File: src/hdl/xml_markup_lexer_core_defines.svh
// Assertion macros shared by the lexer RTL.
`ifndef XML_MARKUP_LEXER_CORE_DEFINES_SVH
`define XML_MARKUP_LEXER_CORE_DEFINES_SVH

// Clocked check, masked while reset is asserted.
`define XML_ASSERT(label, prop, msg) \
    label: assert property (@(posedge i_clk) disable iff (!i_rst_n) (prop)) else $error(msg);

// Clocked check that also holds during reset.
`define XML_ASSERT_ALWAYS(label, prop, msg) \
    label: assert property (@(posedge i_clk) (prop)) else $error(msg);

`endif

File: src/hdl/xml_lex_pkg.sv
// Types, codes and byte classes for the XML markup lexer.
package xml_lex_pkg;

    localparam int POS_BITS   = 16;
    localparam int STATE_W    = 5;
    localparam int EPOS_W     = 16;
    localparam int CHAR_W     = 8;
    localparam int OUT_DATA_W = 32;

    // lexer states
    localparam logic [STATE_W-1:0] ST_OUT    = 5'd0;
    localparam logic [STATE_W-1:0] ST_LT     = 5'd1;
    localparam logic [STATE_W-1:0] ST_SLASH  = 5'd2;
    localparam logic [STATE_W-1:0] ST_NAME   = 5'd3;
    localparam logic [STATE_W-1:0] ST_ATTRWS = 5'd4;
    localparam logic [STATE_W-1:0] ST_ANAME  = 5'd5;
    localparam logic [STATE_W-1:0] ST_PREEQ  = 5'd6;
    localparam logic [STATE_W-1:0] ST_EQ     = 5'd7;
    localparam logic [STATE_W-1:0] ST_VFIRST = 5'd8;
    localparam logic [STATE_W-1:0] ST_PREQ   = 5'd9;
    localparam logic [STATE_W-1:0] ST_VAL    = 5'd10;
    localparam logic [STATE_W-1:0] ST_AFTV   = 5'd11;
    localparam logic [STATE_W-1:0] ST_AFTVWS = 5'd12;
    localparam logic [STATE_W-1:0] ST_GT     = 5'd13;
    localparam logic [STATE_W-1:0] ST_TEXT   = 5'd14;
    localparam logic [STATE_W-1:0] ST_CMT    = 5'd15;
    localparam logic [STATE_W-1:0] ST_CMT1   = 5'd16;
    localparam logic [STATE_W-1:0] ST_CMT2   = 5'd17;
    localparam logic [STATE_W-1:0] ST_BANG   = 5'd18;
    localparam logic [STATE_W-1:0] ST_BANG1  = 5'd19;

    // input word kinds
    localparam logic CMD_BYTE = 1'b0;
    localparam logic CMD_END  = 1'b1;

    // byte roles
    localparam logic [2:0] ROLE_MARKUP = 3'd0;
    localparam logic [2:0] ROLE_TAG    = 3'd1;
    localparam logic [2:0] ROLE_ANAME  = 3'd2;
    localparam logic [2:0] ROLE_AVAL   = 3'd3;
    localparam logic [2:0] ROLE_TEXT   = 3'd4;
    localparam logic [2:0] ROLE_CMT    = 3'd5;

    // events
    localparam logic [2:0] EV_NONE  = 3'd0;
    localparam logic [2:0] EV_OPEN  = 3'd1;
    localparam logic [2:0] EV_CLOSE = 3'd2;
    localparam logic [2:0] EV_EMPTY = 3'd3;
    localparam logic [2:0] EV_VALUE = 3'd4;
    localparam logic [2:0] EV_TEXT  = 3'd5;

    // characters
    localparam logic [CHAR_W-1:0] CH_LT    = 8'h3C;
    localparam logic [CHAR_W-1:0] CH_GT    = 8'h3E;
    localparam logic [CHAR_W-1:0] CH_SLASH = 8'h2F;
    localparam logic [CHAR_W-1:0] CH_EQ    = 8'h3D;
    localparam logic [CHAR_W-1:0] CH_QUOTE = 8'h22;
    localparam logic [CHAR_W-1:0] CH_DASH  = 8'h2D;
    localparam logic [CHAR_W-1:0] CH_BANG  = 8'h21;

    typedef struct packed {
        logic [2:0]        role;
        logic              start;
        logic [2:0]        ev;
        logic              err;
        logic [EPOS_W-1:0] epos;
        logic              ok;
    } t_result;

    function automatic logic is_blank(input logic [CHAR_W-1:0] c);
        return (c == 8'd32) || (c >= 8'd9 && c <= 8'd13);
    endfunction

    function automatic logic is_letter(input logic [CHAR_W-1:0] c);
        return (c >= 8'd65 && c <= 8'd90) || (c >= 8'd97 && c <= 8'd122);
    endfunction

endpackage

File: src/hdl/xml_lex_step.sv
// Lexer state registers and the one-word transition and result logic.
module xml_lex_step (
    input  logic                             i_clk,
    input  logic                             i_rst_n,
    input  logic                             i_adv,
    input  logic                             i_cmd,
    input  logic [xml_lex_pkg::CHAR_W-1:0]   i_char,
    output xml_lex_pkg::t_result             o_res
);

    logic [xml_lex_pkg::STATE_W-1:0]  r_state, n_state;
    logic                             r_closing, n_closing;
    logic [xml_lex_pkg::POS_BITS-1:0] r_pos, n_pos;
    logic [xml_lex_pkg::POS_BITS-1:0] r_bang, n_bang;
    logic                             r_text, n_text;
    logic                             r_failed, n_failed;

    logic                             bad;
    logic                             blank;
    logic                             letter;
    logic [xml_lex_pkg::POS_BITS-1:0] errp;
    logic [2:0]                       tagdone;

    assign blank   = xml_lex_pkg::is_blank(i_char);
    assign letter  = xml_lex_pkg::is_letter(i_char);
    assign tagdone = r_closing ? xml_lex_pkg::EV_CLOSE : xml_lex_pkg::EV_OPEN;

    always_comb begin
        o_res.role  = xml_lex_pkg::ROLE_MARKUP;
        o_res.start = 1'b0;
        o_res.ev    = xml_lex_pkg::EV_NONE;
        o_res.err   = 1'b0;
        o_res.epos  = '0;
        o_res.ok    = 1'b0;
        n_state     = r_state;
        n_closing   = r_closing;
        n_pos       = r_pos;
        n_bang      = r_bang;
        n_text      = r_text;
        n_failed    = r_failed;
        bad         = 1'b0;
        errp        = r_pos;

        if (i_cmd == xml_lex_pkg::CMD_END) begin
            if (!r_failed) begin
                if (r_state == xml_lex_pkg::ST_OUT) begin
                    o_res.ok = 1'b1;
                end else if (r_state == xml_lex_pkg::ST_TEXT) begin
                    o_res.ok = 1'b1;
                    if (r_text) begin
                        o_res.ev = xml_lex_pkg::EV_TEXT;
                    end
                end else begin
                    o_res.err = 1'b1;
                    if (r_state == xml_lex_pkg::ST_BANG || r_state == xml_lex_pkg::ST_BANG1) begin
                        o_res.epos = xml_lex_pkg::EPOS_W'(r_bang);
                    end else begin
                        o_res.epos = xml_lex_pkg::EPOS_W'(r_pos);
                    end
                end
            end
            // end mark always starts a fresh text
            n_state   = xml_lex_pkg::ST_OUT;
            n_closing = 1'b0;
            n_pos     = '0;
            n_bang    = '0;
            n_text    = 1'b0;
            n_failed  = 1'b0;
        end else if (!r_failed) begin
            case (r_state)
                xml_lex_pkg::ST_LT: begin
                    if (i_char == xml_lex_pkg::CH_BANG) begin
                        n_bang  = r_pos;
                        n_state = xml_lex_pkg::ST_BANG;
                    end else if (blank) begin
                        n_state = r_state;
                    end else if (i_char == xml_lex_pkg::CH_SLASH) begin
                        n_closing = 1'b1;
                        n_state   = xml_lex_pkg::ST_SLASH;
                    end else if (letter) begin
                        o_res.role  = xml_lex_pkg::ROLE_TAG;
                        o_res.start = 1'b1;
                        n_state     = xml_lex_pkg::ST_NAME;
                    end else begin
                        bad = 1'b1;
                    end
                end
                xml_lex_pkg::ST_BANG: begin
                    if (i_char == xml_lex_pkg::CH_DASH) begin
                        n_state = xml_lex_pkg::ST_BANG1;
                    end else begin
                        bad  = 1'b1;
                        errp = r_bang;
                    end
                end
                xml_lex_pkg::ST_BANG1: begin
                    if (i_char == xml_lex_pkg::CH_DASH) begin
                        n_state = xml_lex_pkg::ST_CMT;
                    end else begin
                        bad  = 1'b1;
                        errp = r_bang;
                    end
                end
                xml_lex_pkg::ST_SLASH: begin
                    if (blank) begin
                        n_state = r_state;
                    end else if (letter) begin
                        o_res.role  = xml_lex_pkg::ROLE_TAG;
                        o_res.start = 1'b1;
                        n_state     = xml_lex_pkg::ST_NAME;
                    end else begin
                        bad = 1'b1;
                    end
                end
                xml_lex_pkg::ST_NAME: begin
                    if (letter) begin
                        o_res.role = xml_lex_pkg::ROLE_TAG;
                    end else if (i_char == xml_lex_pkg::CH_GT) begin
                        o_res.ev = tagdone;
                        n_state  = xml_lex_pkg::ST_OUT;
                    end else if (i_char == xml_lex_pkg::CH_SLASH) begin
                        if (r_closing) begin
                            bad = 1'b1;
                        end else begin
                            n_state = xml_lex_pkg::ST_GT;
                        end
                    end else if (blank) begin
                        n_state = xml_lex_pkg::ST_ATTRWS;
                    end else begin
                        bad = 1'b1;
                    end
                end
                xml_lex_pkg::ST_ATTRWS, xml_lex_pkg::ST_AFTVWS: begin
                    if (blank) begin
                        n_state = r_state;
                    end else if (letter) begin
                        o_res.role  = xml_lex_pkg::ROLE_ANAME;
                        o_res.start = 1'b1;
                        n_state     = xml_lex_pkg::ST_ANAME;
                    end else if (i_char == xml_lex_pkg::CH_GT) begin
                        o_res.ev = tagdone;
                        n_state  = xml_lex_pkg::ST_OUT;
                    end else if (i_char == xml_lex_pkg::CH_SLASH) begin
                        if (r_closing) begin
                            bad = 1'b1;
                        end else begin
                            n_state = xml_lex_pkg::ST_GT;
                        end
                    end else begin
                        bad = 1'b1;
                    end
                end
                xml_lex_pkg::ST_ANAME: begin
                    if (blank) begin
                        n_state = xml_lex_pkg::ST_PREEQ;
                    end else if (letter) begin
                        o_res.role = xml_lex_pkg::ROLE_ANAME;
                    end else if (i_char == xml_lex_pkg::CH_EQ) begin
                        n_state = xml_lex_pkg::ST_EQ;
                    end else begin
                        bad = 1'b1;
                    end
                end
                xml_lex_pkg::ST_PREEQ: begin
                    if (blank) begin
                        n_state = r_state;
                    end else if (i_char == xml_lex_pkg::CH_EQ) begin
                        n_state = xml_lex_pkg::ST_EQ;
                    end else begin
                        bad = 1'b1;
                    end
                end
                xml_lex_pkg::ST_EQ, xml_lex_pkg::ST_PREQ: begin
                    if (blank) begin
                        n_state = xml_lex_pkg::ST_PREQ;
                    end else if (i_char == xml_lex_pkg::CH_QUOTE) begin
                        n_state = xml_lex_pkg::ST_VFIRST;
                    end else begin
                        bad = 1'b1;
                    end
                end
                xml_lex_pkg::ST_VFIRST, xml_lex_pkg::ST_VAL: begin
                    if (i_char == xml_lex_pkg::CH_QUOTE) begin
                        o_res.ev = xml_lex_pkg::EV_VALUE;
                        n_state  = xml_lex_pkg::ST_AFTV;
                    end else begin
                        o_res.role  = xml_lex_pkg::ROLE_AVAL;
                        o_res.start = (r_state == xml_lex_pkg::ST_VFIRST);
                        n_state     = xml_lex_pkg::ST_VAL;
                    end
                end
                xml_lex_pkg::ST_AFTV: begin
                    if (blank) begin
                        n_state = xml_lex_pkg::ST_AFTVWS;
                    end else if (i_char == xml_lex_pkg::CH_SLASH) begin
                        if (r_closing) begin
                            bad = 1'b1;
                        end else begin
                            n_state = xml_lex_pkg::ST_GT;
                        end
                    end else if (i_char == xml_lex_pkg::CH_GT) begin
                        o_res.ev = tagdone;
                        n_state  = xml_lex_pkg::ST_OUT;
                    end else begin
                        bad = 1'b1;
                    end
                end
                xml_lex_pkg::ST_GT: begin
                    if (i_char == xml_lex_pkg::CH_GT) begin
                        o_res.ev = xml_lex_pkg::EV_EMPTY;
                        n_state  = xml_lex_pkg::ST_OUT;
                    end else begin
                        bad = 1'b1;
                    end
                end
                xml_lex_pkg::ST_TEXT: begin
                    if (i_char == xml_lex_pkg::CH_LT) begin
                        if (r_text) begin
                            o_res.ev = xml_lex_pkg::EV_TEXT;
                        end
                        n_closing = 1'b0;
                        n_state   = xml_lex_pkg::ST_LT;
                    end else begin
                        o_res.role = xml_lex_pkg::ROLE_TEXT;
                        if (!blank) begin
                            n_text = 1'b1;
                        end
                    end
                end
                xml_lex_pkg::ST_CMT: begin
                    o_res.role = xml_lex_pkg::ROLE_CMT;
                    if (i_char == xml_lex_pkg::CH_DASH) begin
                        n_state = xml_lex_pkg::ST_CMT1;
                    end
                end
                xml_lex_pkg::ST_CMT1: begin
                    o_res.role = xml_lex_pkg::ROLE_CMT;
                    n_state = (i_char == xml_lex_pkg::CH_DASH) ? xml_lex_pkg::ST_CMT2
                                                                : xml_lex_pkg::ST_CMT;
                end
                xml_lex_pkg::ST_CMT2: begin
                    o_res.role = xml_lex_pkg::ROLE_CMT;
                    if (i_char == xml_lex_pkg::CH_GT) begin
                        n_state = xml_lex_pkg::ST_OUT;
                    end else if (i_char != xml_lex_pkg::CH_DASH) begin
                        n_state = xml_lex_pkg::ST_CMT;
                    end
                end
                default: begin
                    // outside markup
                    if (i_char == xml_lex_pkg::CH_LT) begin
                        n_closing = 1'b0;
                        n_state   = xml_lex_pkg::ST_LT;
                    end else begin
                        o_res.role  = xml_lex_pkg::ROLE_TEXT;
                        o_res.start = 1'b1;
                        n_state     = xml_lex_pkg::ST_TEXT;
                        n_text      = !blank;
                    end
                end
            endcase

            if (bad) begin
                o_res.role  = xml_lex_pkg::ROLE_MARKUP;
                o_res.start = 1'b0;
                o_res.ev    = xml_lex_pkg::EV_NONE;
                o_res.err   = 1'b1;
                o_res.epos  = xml_lex_pkg::EPOS_W'(errp);
                n_failed    = 1'b1;
            end

            // saturate the position
            if (r_pos != {xml_lex_pkg::POS_BITS{1'b1}}) begin
                n_pos = r_pos + 1'b1;
            end
        end
    end

    always_ff @(posedge i_clk) begin
        if (!i_rst_n) begin
            r_state   <= xml_lex_pkg::ST_OUT;
            r_closing <= 1'b0;
            r_pos     <= '0;
            r_bang    <= '0;
            r_text    <= 1'b0;
            r_failed  <= 1'b0;
        end else if (i_adv) begin
            r_state   <= n_state;
            r_closing <= n_closing;
            r_pos     <= n_pos;
            r_bang    <= n_bang;
            r_text    <= n_text;
            r_failed  <= n_failed;
        end
    end

endmodule

File: src/hdl/xml_markup_lexer_core.sv
// Top level of the streaming XML markup lexer: input register, lexer step, result register.
`include "xml_markup_lexer_core_defines.svh"

// Streaming XML lexer. Each input word is one text byte (tuser = 0) or an end-of-text
// mark (tuser = 1); each gives exactly one result word with the byte role, token start,
// completion event, error flag and position, and an accept flag on the end mark.
// Throughput is one word per clock while results drain: the lexer state machine takes one
// transition per word between an input register and a result register, so an accepted
// word is held in the input register and then offered from the result register. While a
// result waits downstream, one more word is taken into the input register before the
// input stalls. After a syntax error, bytes give all-zero results until the end mark, which
// also returns the lexer to its reset state.
module xml_markup_lexer_core (
    input  logic                                 i_clk,
    input  logic                                 i_rst_n,
    input  logic                                 s_axis_tvalid,
    output logic                                 s_axis_tready,
    input  logic [xml_lex_pkg::CHAR_W-1:0]       s_axis_tdata,  // [7:0] char_code
    input  logic [0:0]                           s_axis_tuser,  // [0] cmd
    output logic                                 m_axis_tvalid,
    input  logic                                 m_axis_tready,
    // [2:0] char_role, [3] token_start, [6:4] event_res, [7] error,
    // [23:8] error_pos, [24] done_ok, [31:25] zero
    output logic [xml_lex_pkg::OUT_DATA_W-1:0]   m_axis_tdata
);

    localparam int RES_W = $bits(xml_lex_pkg::t_result);

    logic                              r_in_valid;
    logic                              r_in_cmd;
    logic [xml_lex_pkg::CHAR_W-1:0]    r_in_char;
    logic                              r_out_valid;
    xml_lex_pkg::t_result              r_out;
    xml_lex_pkg::t_result              step_res;
    logic                              adv;
    logic                              in_take;

    // advance the held word into the result register when it is free or drains now
    assign adv           = r_in_valid && (!r_out_valid || m_axis_tready);
    assign s_axis_tready = !r_in_valid || adv;
    assign in_take       = s_axis_tvalid && s_axis_tready;

    xml_lex_step u_step (
        .i_clk   (i_clk),
        .i_rst_n (i_rst_n),
        .i_adv   (adv),
        .i_cmd   (r_in_cmd),
        .i_char  (r_in_char),
        .o_res   (step_res)
    );

    always_ff @(posedge i_clk) begin
        if (!i_rst_n) begin
            r_in_valid <= 1'b0;
        end else if (in_take) begin
            r_in_valid <= 1'b1;
        end else if (adv) begin
            r_in_valid <= 1'b0;
        end
    end

    always_ff @(posedge i_clk) begin
        if (in_take) begin
            r_in_cmd  <= s_axis_tuser[0];
            r_in_char <= s_axis_tdata;
        end
    end

    always_ff @(posedge i_clk) begin
        if (!i_rst_n) begin
            r_out_valid <= 1'b0;
        end else if (adv) begin
            r_out_valid <= 1'b1;
        end else if (m_axis_tready) begin
            r_out_valid <= 1'b0;
        end
    end

    always_ff @(posedge i_clk) begin
        if (adv) begin
            r_out <= step_res;
        end
    end

    assign m_axis_tvalid = r_out_valid;
    assign m_axis_tdata  = {{(xml_lex_pkg::OUT_DATA_W - RES_W){1'b0}},
                            r_out.ok, r_out.epos, r_out.err, r_out.ev,
                            r_out.start, r_out.role};

    `XML_ASSERT(a_err_clean,
        r_out_valid && r_out.err |-> r_out.role == xml_lex_pkg::ROLE_MARKUP
            && !r_out.start && r_out.ev == xml_lex_pkg::EV_NONE,
        "error result carries role or start or event")
    `XML_ASSERT(a_err_not_ok, r_out_valid |-> !(r_out.err && r_out.ok),
        "error and accept flagged together")
    `XML_ASSERT(a_stall_cause,
        !s_axis_tready |-> r_in_valid && r_out_valid && !m_axis_tready,
        "input stalled without a full pipeline")
    `XML_ASSERT_ALWAYS(a_rst_empty, !i_rst_n |=> !m_axis_tvalid && s_axis_tready,
        "pipeline not empty after reset")

endmodule

File: config.mk
export PLATFORM = sky130hd
export DESIGN_NAME = xml_markup_lexer_core
export DESIGN_NICKNAME = d
export VERILOG_FILES = /design/src/hdl/xml_lex_pkg.sv /design/src/hdl/xml_lex_step.sv /design/src/hdl/xml_markup_lexer_core.sv
export VERILOG_INCLUDE_DIRS = /design/src /design/src/hdl
export SDC_FILE = /design/constraint.sdc
export NUM_CORES = 1
export LEC_CHECK = 0
export BUFFER_PORTS_ARGS = -buffer_cell sky130_fd_sc_hd__buf_2
export CAP_MARGIN = 25
export CORE_ASPECT_RATIO = 1.5
export CORE_MARGIN = 4
export CORE_UTILIZATION = 53
export DETAILED_ROUTE_END_ITERATION = 10
export PLACE_DENSITY = 0.73
export SLEW_MARGIN = 5
export SYNTH_ARGS = -nofsm -noshare
export SYNTH_HDL_FRONTEND = slang
export SYNTH_SLANG_ARGS = --single-unit
File: constraint.sdc
create_clock -name i_clk -period 3.1 [get_ports i_clk]
set_input_delay 0 -clock i_clk [delete_from_list [all_inputs] [get_ports i_clk]]
set_output_delay 0 -clock i_clk [all_outputs]
set_load 0.01 [all_outputs]
==> results.md, run 1 <==
- The post-route total power is 0.002504 W.
- The number of cells in the design after placement is 639.
- The accumulated negative setup slack is 0 ns.
- Wires add up to 13.73 mm.
- The run finished with clean final reports.
- The post-detailed-route count of antenna-violating nets is 0.
- The detailed placement HPWL is 10.08 mm.
- The via count of the first global-routing pass was 4146.
- The number of pins with negative max-slew slack in the final report was 0.
- The number of standard cells in the final layout excluding fillers is 667.
- The height of the die is 119.8 µm.
- Port buffering added 39 buffers.
- Measured in cells, the most critical reg-to-reg path has a length of 7.
- The initial utilization of the core area, before any placement, comes to 0.5481.
- The H-tree depth is 3.
- The area of the die is 9888 µm².
- Timing would allow up to 358.7 MHz.
- The fraction of final layout cells sized beyond drive strength 1 is 0.1940.
- The weighted congestion at the end of routability-driven global placement is 1.063.
- After technology mapping, the gate count stands at 495.
- The via density per instance is 6.376.
- The hold violation total from the final report came to 0.
- The path class of the tightest hold or removal check is input pin to flip-flop.
- After global routing the overflow that remains totals 0.
- Synthesis inferred 76 register bits.
- The data arrival time of the critical path is 2.92 ns.
- The register area is 1862 µm².
- The clock reaches the later pin of the worst-skew pair after 0.33 ns.
- 0 antenna diodes ended up in the layout.
- Once layout is complete, the utilization of the core stands at 0.6489.
- The clock slew seen by the registers of the worst setup and hold paths is 0.06 ns.
- Summing all placed instances gives a cell area of 4795 µm².
- STA classifies the critical path startpoint as a flip-flop.
- The top-level port count is 47.
- Yosys printed 0 warnings.
- The number of buffers added for setup after CTS is 0.
- Across the VDD grid, the largest voltage drop is 0.4093 mV.
- The first-pass GRT wire length is 21.97 mm.
- The floorplan step set the die width to 82.54 µm.
- In this run, the number of DRC markers left after iteration 0 of detailed routing was 297.
- The TritonCTS sink count is 76.
- The most common flop cell mapped by yosys is dfxtp_1.
- The finished cells cover 5229 µm².
- Of all cell types, the one taking the most synthesized area is edfxtp_1.
- The TritonCTS clock tree is built.
- The maximum number of pins on one net before global-route repair is 25.
- A synthesized cell averages 8.923 µm².
- The max-capacitance violation count is 0.
- In this run the power density over the cells is 478.9 nW/µm².
- The met2 demand-to-capacity share in global routing is 0.5085.
- The area occupied by multi-input gates is 2308 µm².
- The layout overhead on the synthesized area is 18.39%.
- In this run, distinct cell masters in the synthesized netlist total 79.
- The async set-or-reset flop fraction in the synthesized netlist is 0.
- By area the synthesized netlist is led by edfxtp_1 (23%), dfxtp_1 (19%), nor2_1 (5.8%).
- The setup skew after layout is 0.007849 ns.
- The initialized floorplan defines 40 standard-cell rows.
- The global routing usage on met1 is 0.3206.
- The final critical-path required period is 2.788 ns.
- The signal on the critical path passes through or2b_2 -> nor4_1 -> nor2_1 -> o211a_1 -> nor3_2 -> nand4_1 -> nor3_1.
- The area share of the largest cell type after synthesis is 0.2312.
- The worst hold path passes through 2 cells.
- The sequential area share after synthesis is 0.4215.
- The most used standard cell by instance count after synthesis is nor2_1.
- The root buffer cell chosen for the clock tree is clkbuf_16.
- Setup violations remaining at the end of the flow were counted as 0.
- The data required time at the worst endpoint is 3.23 ns.
- For this block, the via count after detailed routing is 4253.
- The post-cts repair resize count is 0.
- The netlist area before placement is 4417 µm².
- The standard cell core area is 8058 µm².
- The number of synthesized flops with an enable pin is 34.
- For this run, design rule violations remaining after detail routing come to 0.
- Of the available clock period, the critical path in the final layout requires 0.8992.
- STA classifies the critical path endpoint as a flip-flop.
- The per-cell routed wire length is 20.58 µm.
- The net total in the final layout is 571.
- Counting the buffers created by CTS gives 9.
- The cell at the slowest stage of the critical path is edfxtp_1.
- Setup repair after global routing left no endpoint under its margin.
- The worst pin sits at a relative slew slack of 0.3707.
- The filler cell count in the final layout is 666.
- At the pin with the least slew margin, the transition time is 0.9201 ns.
- The global-route usage over all layers is 0.2994.
- The number of antenna violations at the first check in global routing was 0.
- The global routing met3 resource utilization is 0.06156.
- The largest single stage delay on the critical path is 0.54 ns.
- The length of the first detailed-routing pass in iterations is 5.
- By count the netlist is led by nor2_1 (68), dfxtp_1 (42), nand2_1 (42).
- The analysis attributes to cell leakage a power of 1.896 nW.
- After global routing, the most crowded layer is met2.
- The critical path in this run is classified as flip-flop to flip-flop.
- The largest buffer count on any clock path is 2.
- In this run the worst path has a maximum fanout of 12.
==> timing repair <==
item                                    CTS  global route
hold buffers                             12             0
endpoints found under the setup margin    0             0
endpoints found under the hold margin    14             0
==> report_power, final <==
group          internal, W  total [W]  switching (W)
logic             0.000117   0.000293       0.000176
clock network     0.000705    0.00110       0.000396
registers          0.00108    0.00111      0.0000311
==> layer usage <==
| layer | vias to the layer above | wire length, µm | part of all wire |
|---|---|---|---|
| li1 | 1962 | - | - |
| met1 | 2018 | 4753 | 0.35 |
| met2 | 212 | 7309 | 0.53 |
| met3 | 61 | 751 | 0.055 |
| met4 | 0 | 912 | 0.066 |
| met5 | - | 0 | 0 |
==> metrics by stage <==
step	hold WS (ns)	setup slack, ns
2_1_floorplan	0.09887	0.5666
3_3_place_gp	0.1768	0.3826
3_5_place_dp	0.1785	0.3461
4_1_cts	0.3622	0.3313
5_1_grt	0.3744	0.08116
6_report	0.3786	0.3124
==> cells by family after synthesis <==
logic type,synth area share
AOI/OAI and AO/OA,0.2241
xor gates and xnor gates,0.02380
muxes,0.004533
DFF,0.4215
other,0.0008490
and+or+nand+nor,0.2615
adders and majority gates,0.002832
buffers and inverters,0.06090
==> flip-flops by register name (all words and copies together), names as in the netlist, 5 cells and up <==
register,count
m_axis_tdata,25
u_step.r_bang,16
u_step.r_pos,16
r_in_char,8
u_step.r_state,5
==> cells in the final DEF, fill, tap and decap left out, types with 3 or more instances in the layout <==
| master | synthesis | layout |
|---|---|---|
| and2b_2 | 3 | 3 |
| a22o_1 | 16 | 16 |
| nand2b_1 | 11 | 11 |
| and2_1 | 6 | 6 |
| a22oi_1 | 18 | 18 |
| buf_2 | 3 | 39 |
| dlygate4sd3_1 | 0 | 12 |
| nor3_1 | 18 | 18 |
| o31ai_1 | 5 | 5 |
| and4_1 | 4 | 4 |
| a31oi_1 | 4 | 4 |
| nand3_1 | 12 | 12 |
| o211ai_1 | 5 | 5 |
| conb_1 | 1 | 7 |
| clkbuf_16 | 0 | 9 |
| o21ai_1 | 4 | 4 |
| edfxtp_1 | 34 | 34 |
| or3_1 | 4 | 4 |
| buf_4 | 8 | 32 |
| nor4_1 | 7 | 7 |
| nand4_1 | 11 | 11 |
| nor2_1 | 68 | 68 |
| dfxtp_1 | 42 | 42 |
| nand2_1 | 42 | 42 |
| inv_1 | 9 | 9 |
| xor2_1 | 10 | 10 |
| o21ai_0 | 16 | 16 |
| a21oi_1 | 26 | 26 |
| o22ai_1 | 4 | 4 |
| nor2b_1 | 5 | 5 |
| a211o_1 | 3 | 3 |
| nor3b_1 | 5 | 5 |
==> layout make-up <==
cell class / instances / area share
Clock buffer: 10 / 0.04379
Clock inverter: 6 / 0.01627
Inverter: 10 / 0.007179
Multi-Input combinational cell: 376 / 0.4415
Sequential cell: 76 / 0.3561
Tap cell: 105 / 0.02513
Timing Repair Buffer: 84 / 0.1101
==> path summary, 6_finish.rpt <==
kind	from	to	slack, ns
hold reg to reg	u_step.r_text	u_step.r_text	0.50
setup reg to reg	r_in_char[3]	m_axis_tdata[5]	0.31
setup / recovery	r_in_char[3]	m_axis_tdata[5]	0.31
hold / removal	s_axis_tuser	r_in_cmd	0.38
==> worst max-delay path, delay by kind of cell, from the launching register on <==
family           cells  cell delay (ns)
AO/OA/AOI/OAI        1             0.18
flip-flops           1             0.54
AND/OR/NAND/NOR      6             1.86
No activity file was read; power rests on OpenSTA's default activity.
==> run 2: changes to the inputs <==
--- a/config.mk
+++ b/config.mk
@@ -6,13 +6,14 @@
 export SDC_FILE = /design/constraint.sdc
 export NUM_CORES = 1
 export LEC_CHECK = 0
+export ABC_AREA = 1
 export BUFFER_PORTS_ARGS = -buffer_cell sky130_fd_sc_hd__buf_2
 export CAP_MARGIN = 25
 export CORE_ASPECT_RATIO = 1.5
 export CORE_MARGIN = 4
 export CORE_UTILIZATION = 53
 export DETAILED_ROUTE_END_ITERATION = 10
-export PLACE_DENSITY = 0.73
+export PLACE_DENSITY = 0.72
 export SLEW_MARGIN = 5
 export SYNTH_ARGS = -nofsm -noshare
 export SYNTH_HDL_FRONTEND = slang
==> run 2 against run 1 <==
Net effect: global-route usage shrank 2.2 points; non-clock buffer count shrank 29; count of clock-buffer cells in the layout grew 1; first-iteration DRC count grew 49%; hold slack lost 0.011 ns; via count grew 20%; cell area grew 9.7%.
==> results.md, run 2 <==
- The count of final setup violators came to 0 (unchanged).
- The setup skew after layout is 0.007842 ns (-0.000006520 ns).
- The net total in the final layout is 776 (+36%).
- The area occupied by multi-input gates was 2829 µm² (+23%).
- The layer flagged by global routing as most heavily used is met2.
- The layout overhead on the synthesized area is 10.46%.
- The maximum VDD drop is 0.4235 mV (+3.5%).
- The data required time at the worst endpoint is 3.15 ns (-0.08 ns).
- The max-capacitance violation count came to 0 (unchanged).
- The async set-or-reset flop fraction in the synthesized netlist came to 0 (unchanged).
- The depth of the worst hold-timing path is 2 (unchanged).
- The setup slack of the worst register-to-register path was 0.65 ns (+0.34 ns).
- The most common flop cell mapped by yosys is dfxtp_1.
- The power per unit of standard cell area is 445.4 nW/µm² (-7.0%).
- The sequential area share after synthesis is 0.3585 (-0.06306).
- The global routing met3 resource utilization is 0.04389 (-0.01767).
- The depth of the worst register-to-register path is 12 (+5).
- The number of buffers added for setup after CTS was 0 (unchanged).
- The clock slew seen by the registers of the worst setup and hold paths is 0.06 ns (about the same).
- In this run the most critical hold path is launched from s_axis_tdata[4].
- The number of distinct library cell variants in the gate-level netlist after synthesis came to 47 (-41%).
- The total of flip-flops plus latches after synthesis is 76 (unchanged).
- The dominant delay contributor by cell family on the critical path is simple AND/OR/NAND/NOR gates.
- The flip-flop count of the largest register after layout was 25 (unchanged).
- The endpoint with the worst hold slack is r_in_char[4].
- The actual transition at the worst max-transition pin is 0.7609 ns (-0.1592 ns).
- The top cell types in the final layout, fill and taps aside, are nand2_1 (185), nor2_1 (78), inv_1 (54), nand3_1 (54), a21oi_1 (50).
- The final critical-path required period came to 2.449 ns (-0.3385 ns).
- The die boundary width was 88.83 µm (+7.6%).
- The post-route total power came to 0.002555 W (+2.1%).
- The detailed placement HPWL is 11.54 mm (+14%).
- The tightest min-delay check is of the input pin to flip-flop type.
- The length of the first detailed-routing pass in iterations was 7 (+2).
- The data arrival time of the critical path was 2.50 ns (-0.42 ns).
- The count of input and output buffers was 39 (unchanged).
- The highest net fanout along the worst path was 17 (+5).
- The detailed router's first-iteration violation count came to 442 (+49%).
- The global routing usage on met1 is 0.2883 (-0.03230).
- The per-instance average area after synthesis came to 7.154 µm² (-20%).
- The post-detailed-route count of antenna-violating nets was 0 (unchanged).
- The CTS buffer count is 9 (unchanged).
- The worst setup path is captured at a flip-flop.
- The register area is 1862 µm² (unchanged).
- The height of the die is 129.2 µm (+7.9%).
- The TritonCTS clock tree is built.
- The run finished with clean final reports.
- The H-tree depth is 3 (unchanged).
- The via count of the first global-routing pass is 5102 (+23%).
- The leakage dissipation is 2.482 nW (+31%).
- The accumulated negative setup slack is 0 ns (unchanged).
- The top-level port count is 47 (unchanged).
- The area of the die is 11480 µm² (+16%).
- The final worst-path cycle share is 0.7900 (-0.1092).
- The via density per instance came to 5.766 (-9.6%).
- The post-cts repair resize count is 0 (unchanged).
- After synthesis, the cell types taking the most area are edfxtp_1 (20%), dfxtp_1 (16%), nand2_1 (13%).
- The biggest area contributor in the post-synthesis netlist is edfxtp_1.
- The total overflow reported by the global router is 0 (unchanged).
- The number of warnings issued by yosys was 0 (unchanged).
- The number of buffer and inverter instances along the worst setup path is 2 (+2).
- The final antenna diode count is 0 (unchanged).
- The clock insertion delay at the later pin of the skew report is 0.34 ns (about the same).
- The capture point of the worst reg-to-reg path is m_axis_tdata[13].
- The commonest non-fill, non-tap cell in the layout is nand2_1.
- Among all cell types in the netlist, the one instantiated most often is nand2_1.
- The number of design rule violations left after detail routing is 0 (unchanged).
- The biggest cell delay along the critical path came to 0.39 ns (-0.15 ns).
- The weighted congestion at the end of routability-driven global placement is 1.028 (-3.3%).
- The hold violation total from the final report is 0 (unchanged).
- Among all stages on the critical path, the largest delay is contributed by edfxtp_1.
- The launching element type of the critical path is a flip-flop.
- The worst relative slew slack is 0.4915 (+0.1208).
- The instance area at placement is 5331 µm² (+11%).
- Ranked by instance count, the synthesized netlist is headed by nand2_1 (185), nor2_1 (78), inv_1 (54), nand3_1 (54), a21oi_1 (50).
- The via count is 5086 (+20%).
- The filler cell count in the final layout came to 902 (+35%).
- The fraction of final layout cells sized beyond drive strength 1 is 0.1760 (-0.01794).
- Setup repair after global routing left no endpoint under its margin.
- The row count is 44 (+10%).
- The netlist area before placement is 5194 µm² (+18%).
- The first-pass GRT wire length is 24.49 mm (+11%).
- The largest buffer count on any clock path was 2 (unchanged).
- The worst setup path is of the flip-flop to flip-flop kind.
- The maximum clock frequency is 408.3 MHz (+14%).
- The area share of the largest cell type after synthesis is 0.1966 (-0.03458).
- The TritonCTS sink count was 76 (unchanged).
- The number of standard cells after synthesis came to 726 (+47%).
- The post-layout instance area is 5737 µm² (+9.7%).
- The met2 demand-to-capacity share in global routing was 0.4939 (-0.01466).
- The routed wire length is 15.23 mm (+11%).
- The number of pins with negative max-slew slack in the final report was 0 (unchanged).
- The number of antenna violations at the first check in global routing is 0 (unchanged).
- The number of synthesized flops with an enable pin is 34 (unchanged).
- The standard cell core area is 9634 µm² (+20%).
- The cell repeated most along the worst path is nand2_1.
- The per-cell routed wire length was 17.27 µm (-16%).
- The starting utilization of the core area is 0.5391 (-0.009046).
- Clock tree synthesis selected as its root buffer the cell clkbuf_16.
- The signal on the critical path passes through inv_1 -> nand2_1 -> nor2_1 -> nand2_1 -> nand2_1 -> inv_1 -> nand2_1 -> nand2_1 -> nor2_2 -> nand2_2 -> nand2_4 -> o22ai_1.
- The launch instance of the worst register-to-register path is r_in_char[6].
- The global-route usage over all layers is 0.2778 (-0.02159).
- The maximum number of pins on one net before global-route repair is 29 (+16%).
-- run 2: changes by cell type in the layout (fill, tap and decap cells not counted), moves of 14 or more --
cell | previous run | this run
nand2_1 | 42 | 185
inv_1 | 9 | 54
nand3_1 | 12 | 54
buf_4 | 32 | 4
a21oi_1 | 26 | 50
o21ai_0 | 16 | 35
a22oi_1 | 18 | 0
a22o_1 | 16 | 0
nand2_2 | 0 | 15
o22ai_1 | 4 | 18
-- run 2: cells by family (layout without fill, tap and decap cells) --
group / count (synthesis) / in the layout / share of synthesized area
AND/OR/NAND/NOR: 405 / 405 / 0.3736
flip-flops: 76 / 76 / 0.3585
multiplexers: 4 / 4 / 0.007709
buffers and inverters: 106 / 141 / 0.1012
AO/OA/AOI/OAI: 127 / 127 / 0.1458
adder cells (fa/ha/maj): 1 / 1 / 0.002409
XOR/XNOR: 6 / 6 / 0.01012
other: 1 / 7 / 0.0007220
-- run 2: power breakdown --
part           internal [W]  switching (W)
registers           0.00109      0.0000392
logic              0.000127       0.000291
clock network      0.000619       0.000392
total               0.00183       0.000722
-- run 2: layout make-up --
| type | instances | share of cell area |
|---|---|---|
| Multi-Input combinational cell | 550 | 0.4931 |
| Clock inverter | 5 | 0.009160 |
| Sequential cell | 76 | 0.3245 |
| Timing Repair Buffer | 55 | 0.06020 |
| Inverter | 70 | 0.04733 |
| Clock buffer | 11 | 0.04057 |
| Tap cell | 115 | 0.02508 |
-- run 2: worst max-delay path by stage --
| stage | startpoint | endpoint | slack [ns] | cells past startpoint |
|---|---|---|---|---|
| after floorplan | m_axis_tvalid | u_step.r_bang[5] | 0.74 | 7 |
| after global placement | r_in_char[3] | u_step.r_state[0] | 0.79 | 13 |
| after detailed placement | r_in_char[6] | m_axis_tdata[13] | 0.68 | 12 |
| after CTS | r_in_char[6] | m_axis_tdata[13] | 0.66 | 12 |
| after global routing | r_in_char[0] | u_step.r_state[4] | 0.44 | 13 |
| final | r_in_char[6] | m_axis_tdata[13] | 0.65 | 12 |
-- run 2: routing by layer --
layer / part of all wire / vias to the layer above / wire length [µm]
met5: 0 / - / 0
met4: 0.064 / 0 / 981
met3: 0.041 / 75 / 627
met2: 0.53 / 194 / 8113
met1: 0.36 / 2354 / 5512
li1: - / 2463 / -
-- run 2: worst register-to-register path, stage by stage (launching register included) --
cell	delay (ns)
edfxtp_1	0.39
inv_1	0.09
nand2_1	0.14
nor2_1	0.24
nand2_1	0.33
nand2_1	0.16
inv_1	0.06
nand2_1	0.06
nand2_1	0.07
nor2_2	0.16
nand2_2	0.11
nand2_4	0.23
o22ai_1	0.13
-- run 2: per-stage QoR --
stage | worst slack [ns] | hold slack [ns] | util | std cells
after floorplan | 0.7379 | 0.09887 | - | 732
after global placement | 0.7880 | 0.1761 | 0.5534 | 854
after detailed placement | 0.6816 | 0.1792 | 0.5534 | 854
after CTS | 0.6634 | 0.3640 | 0.5955 | 882
after global routing | 0.4437 | 0.3767 | 0.5955 | 882
final | 0.6509 | 0.3678 | 0.5955 | 882
-- run 2: repair_timing --
item                                    CTS  global route
hold buffers                             12             0
endpoints found under the hold margin    14             0
endpoints found under the setup margin    0             0
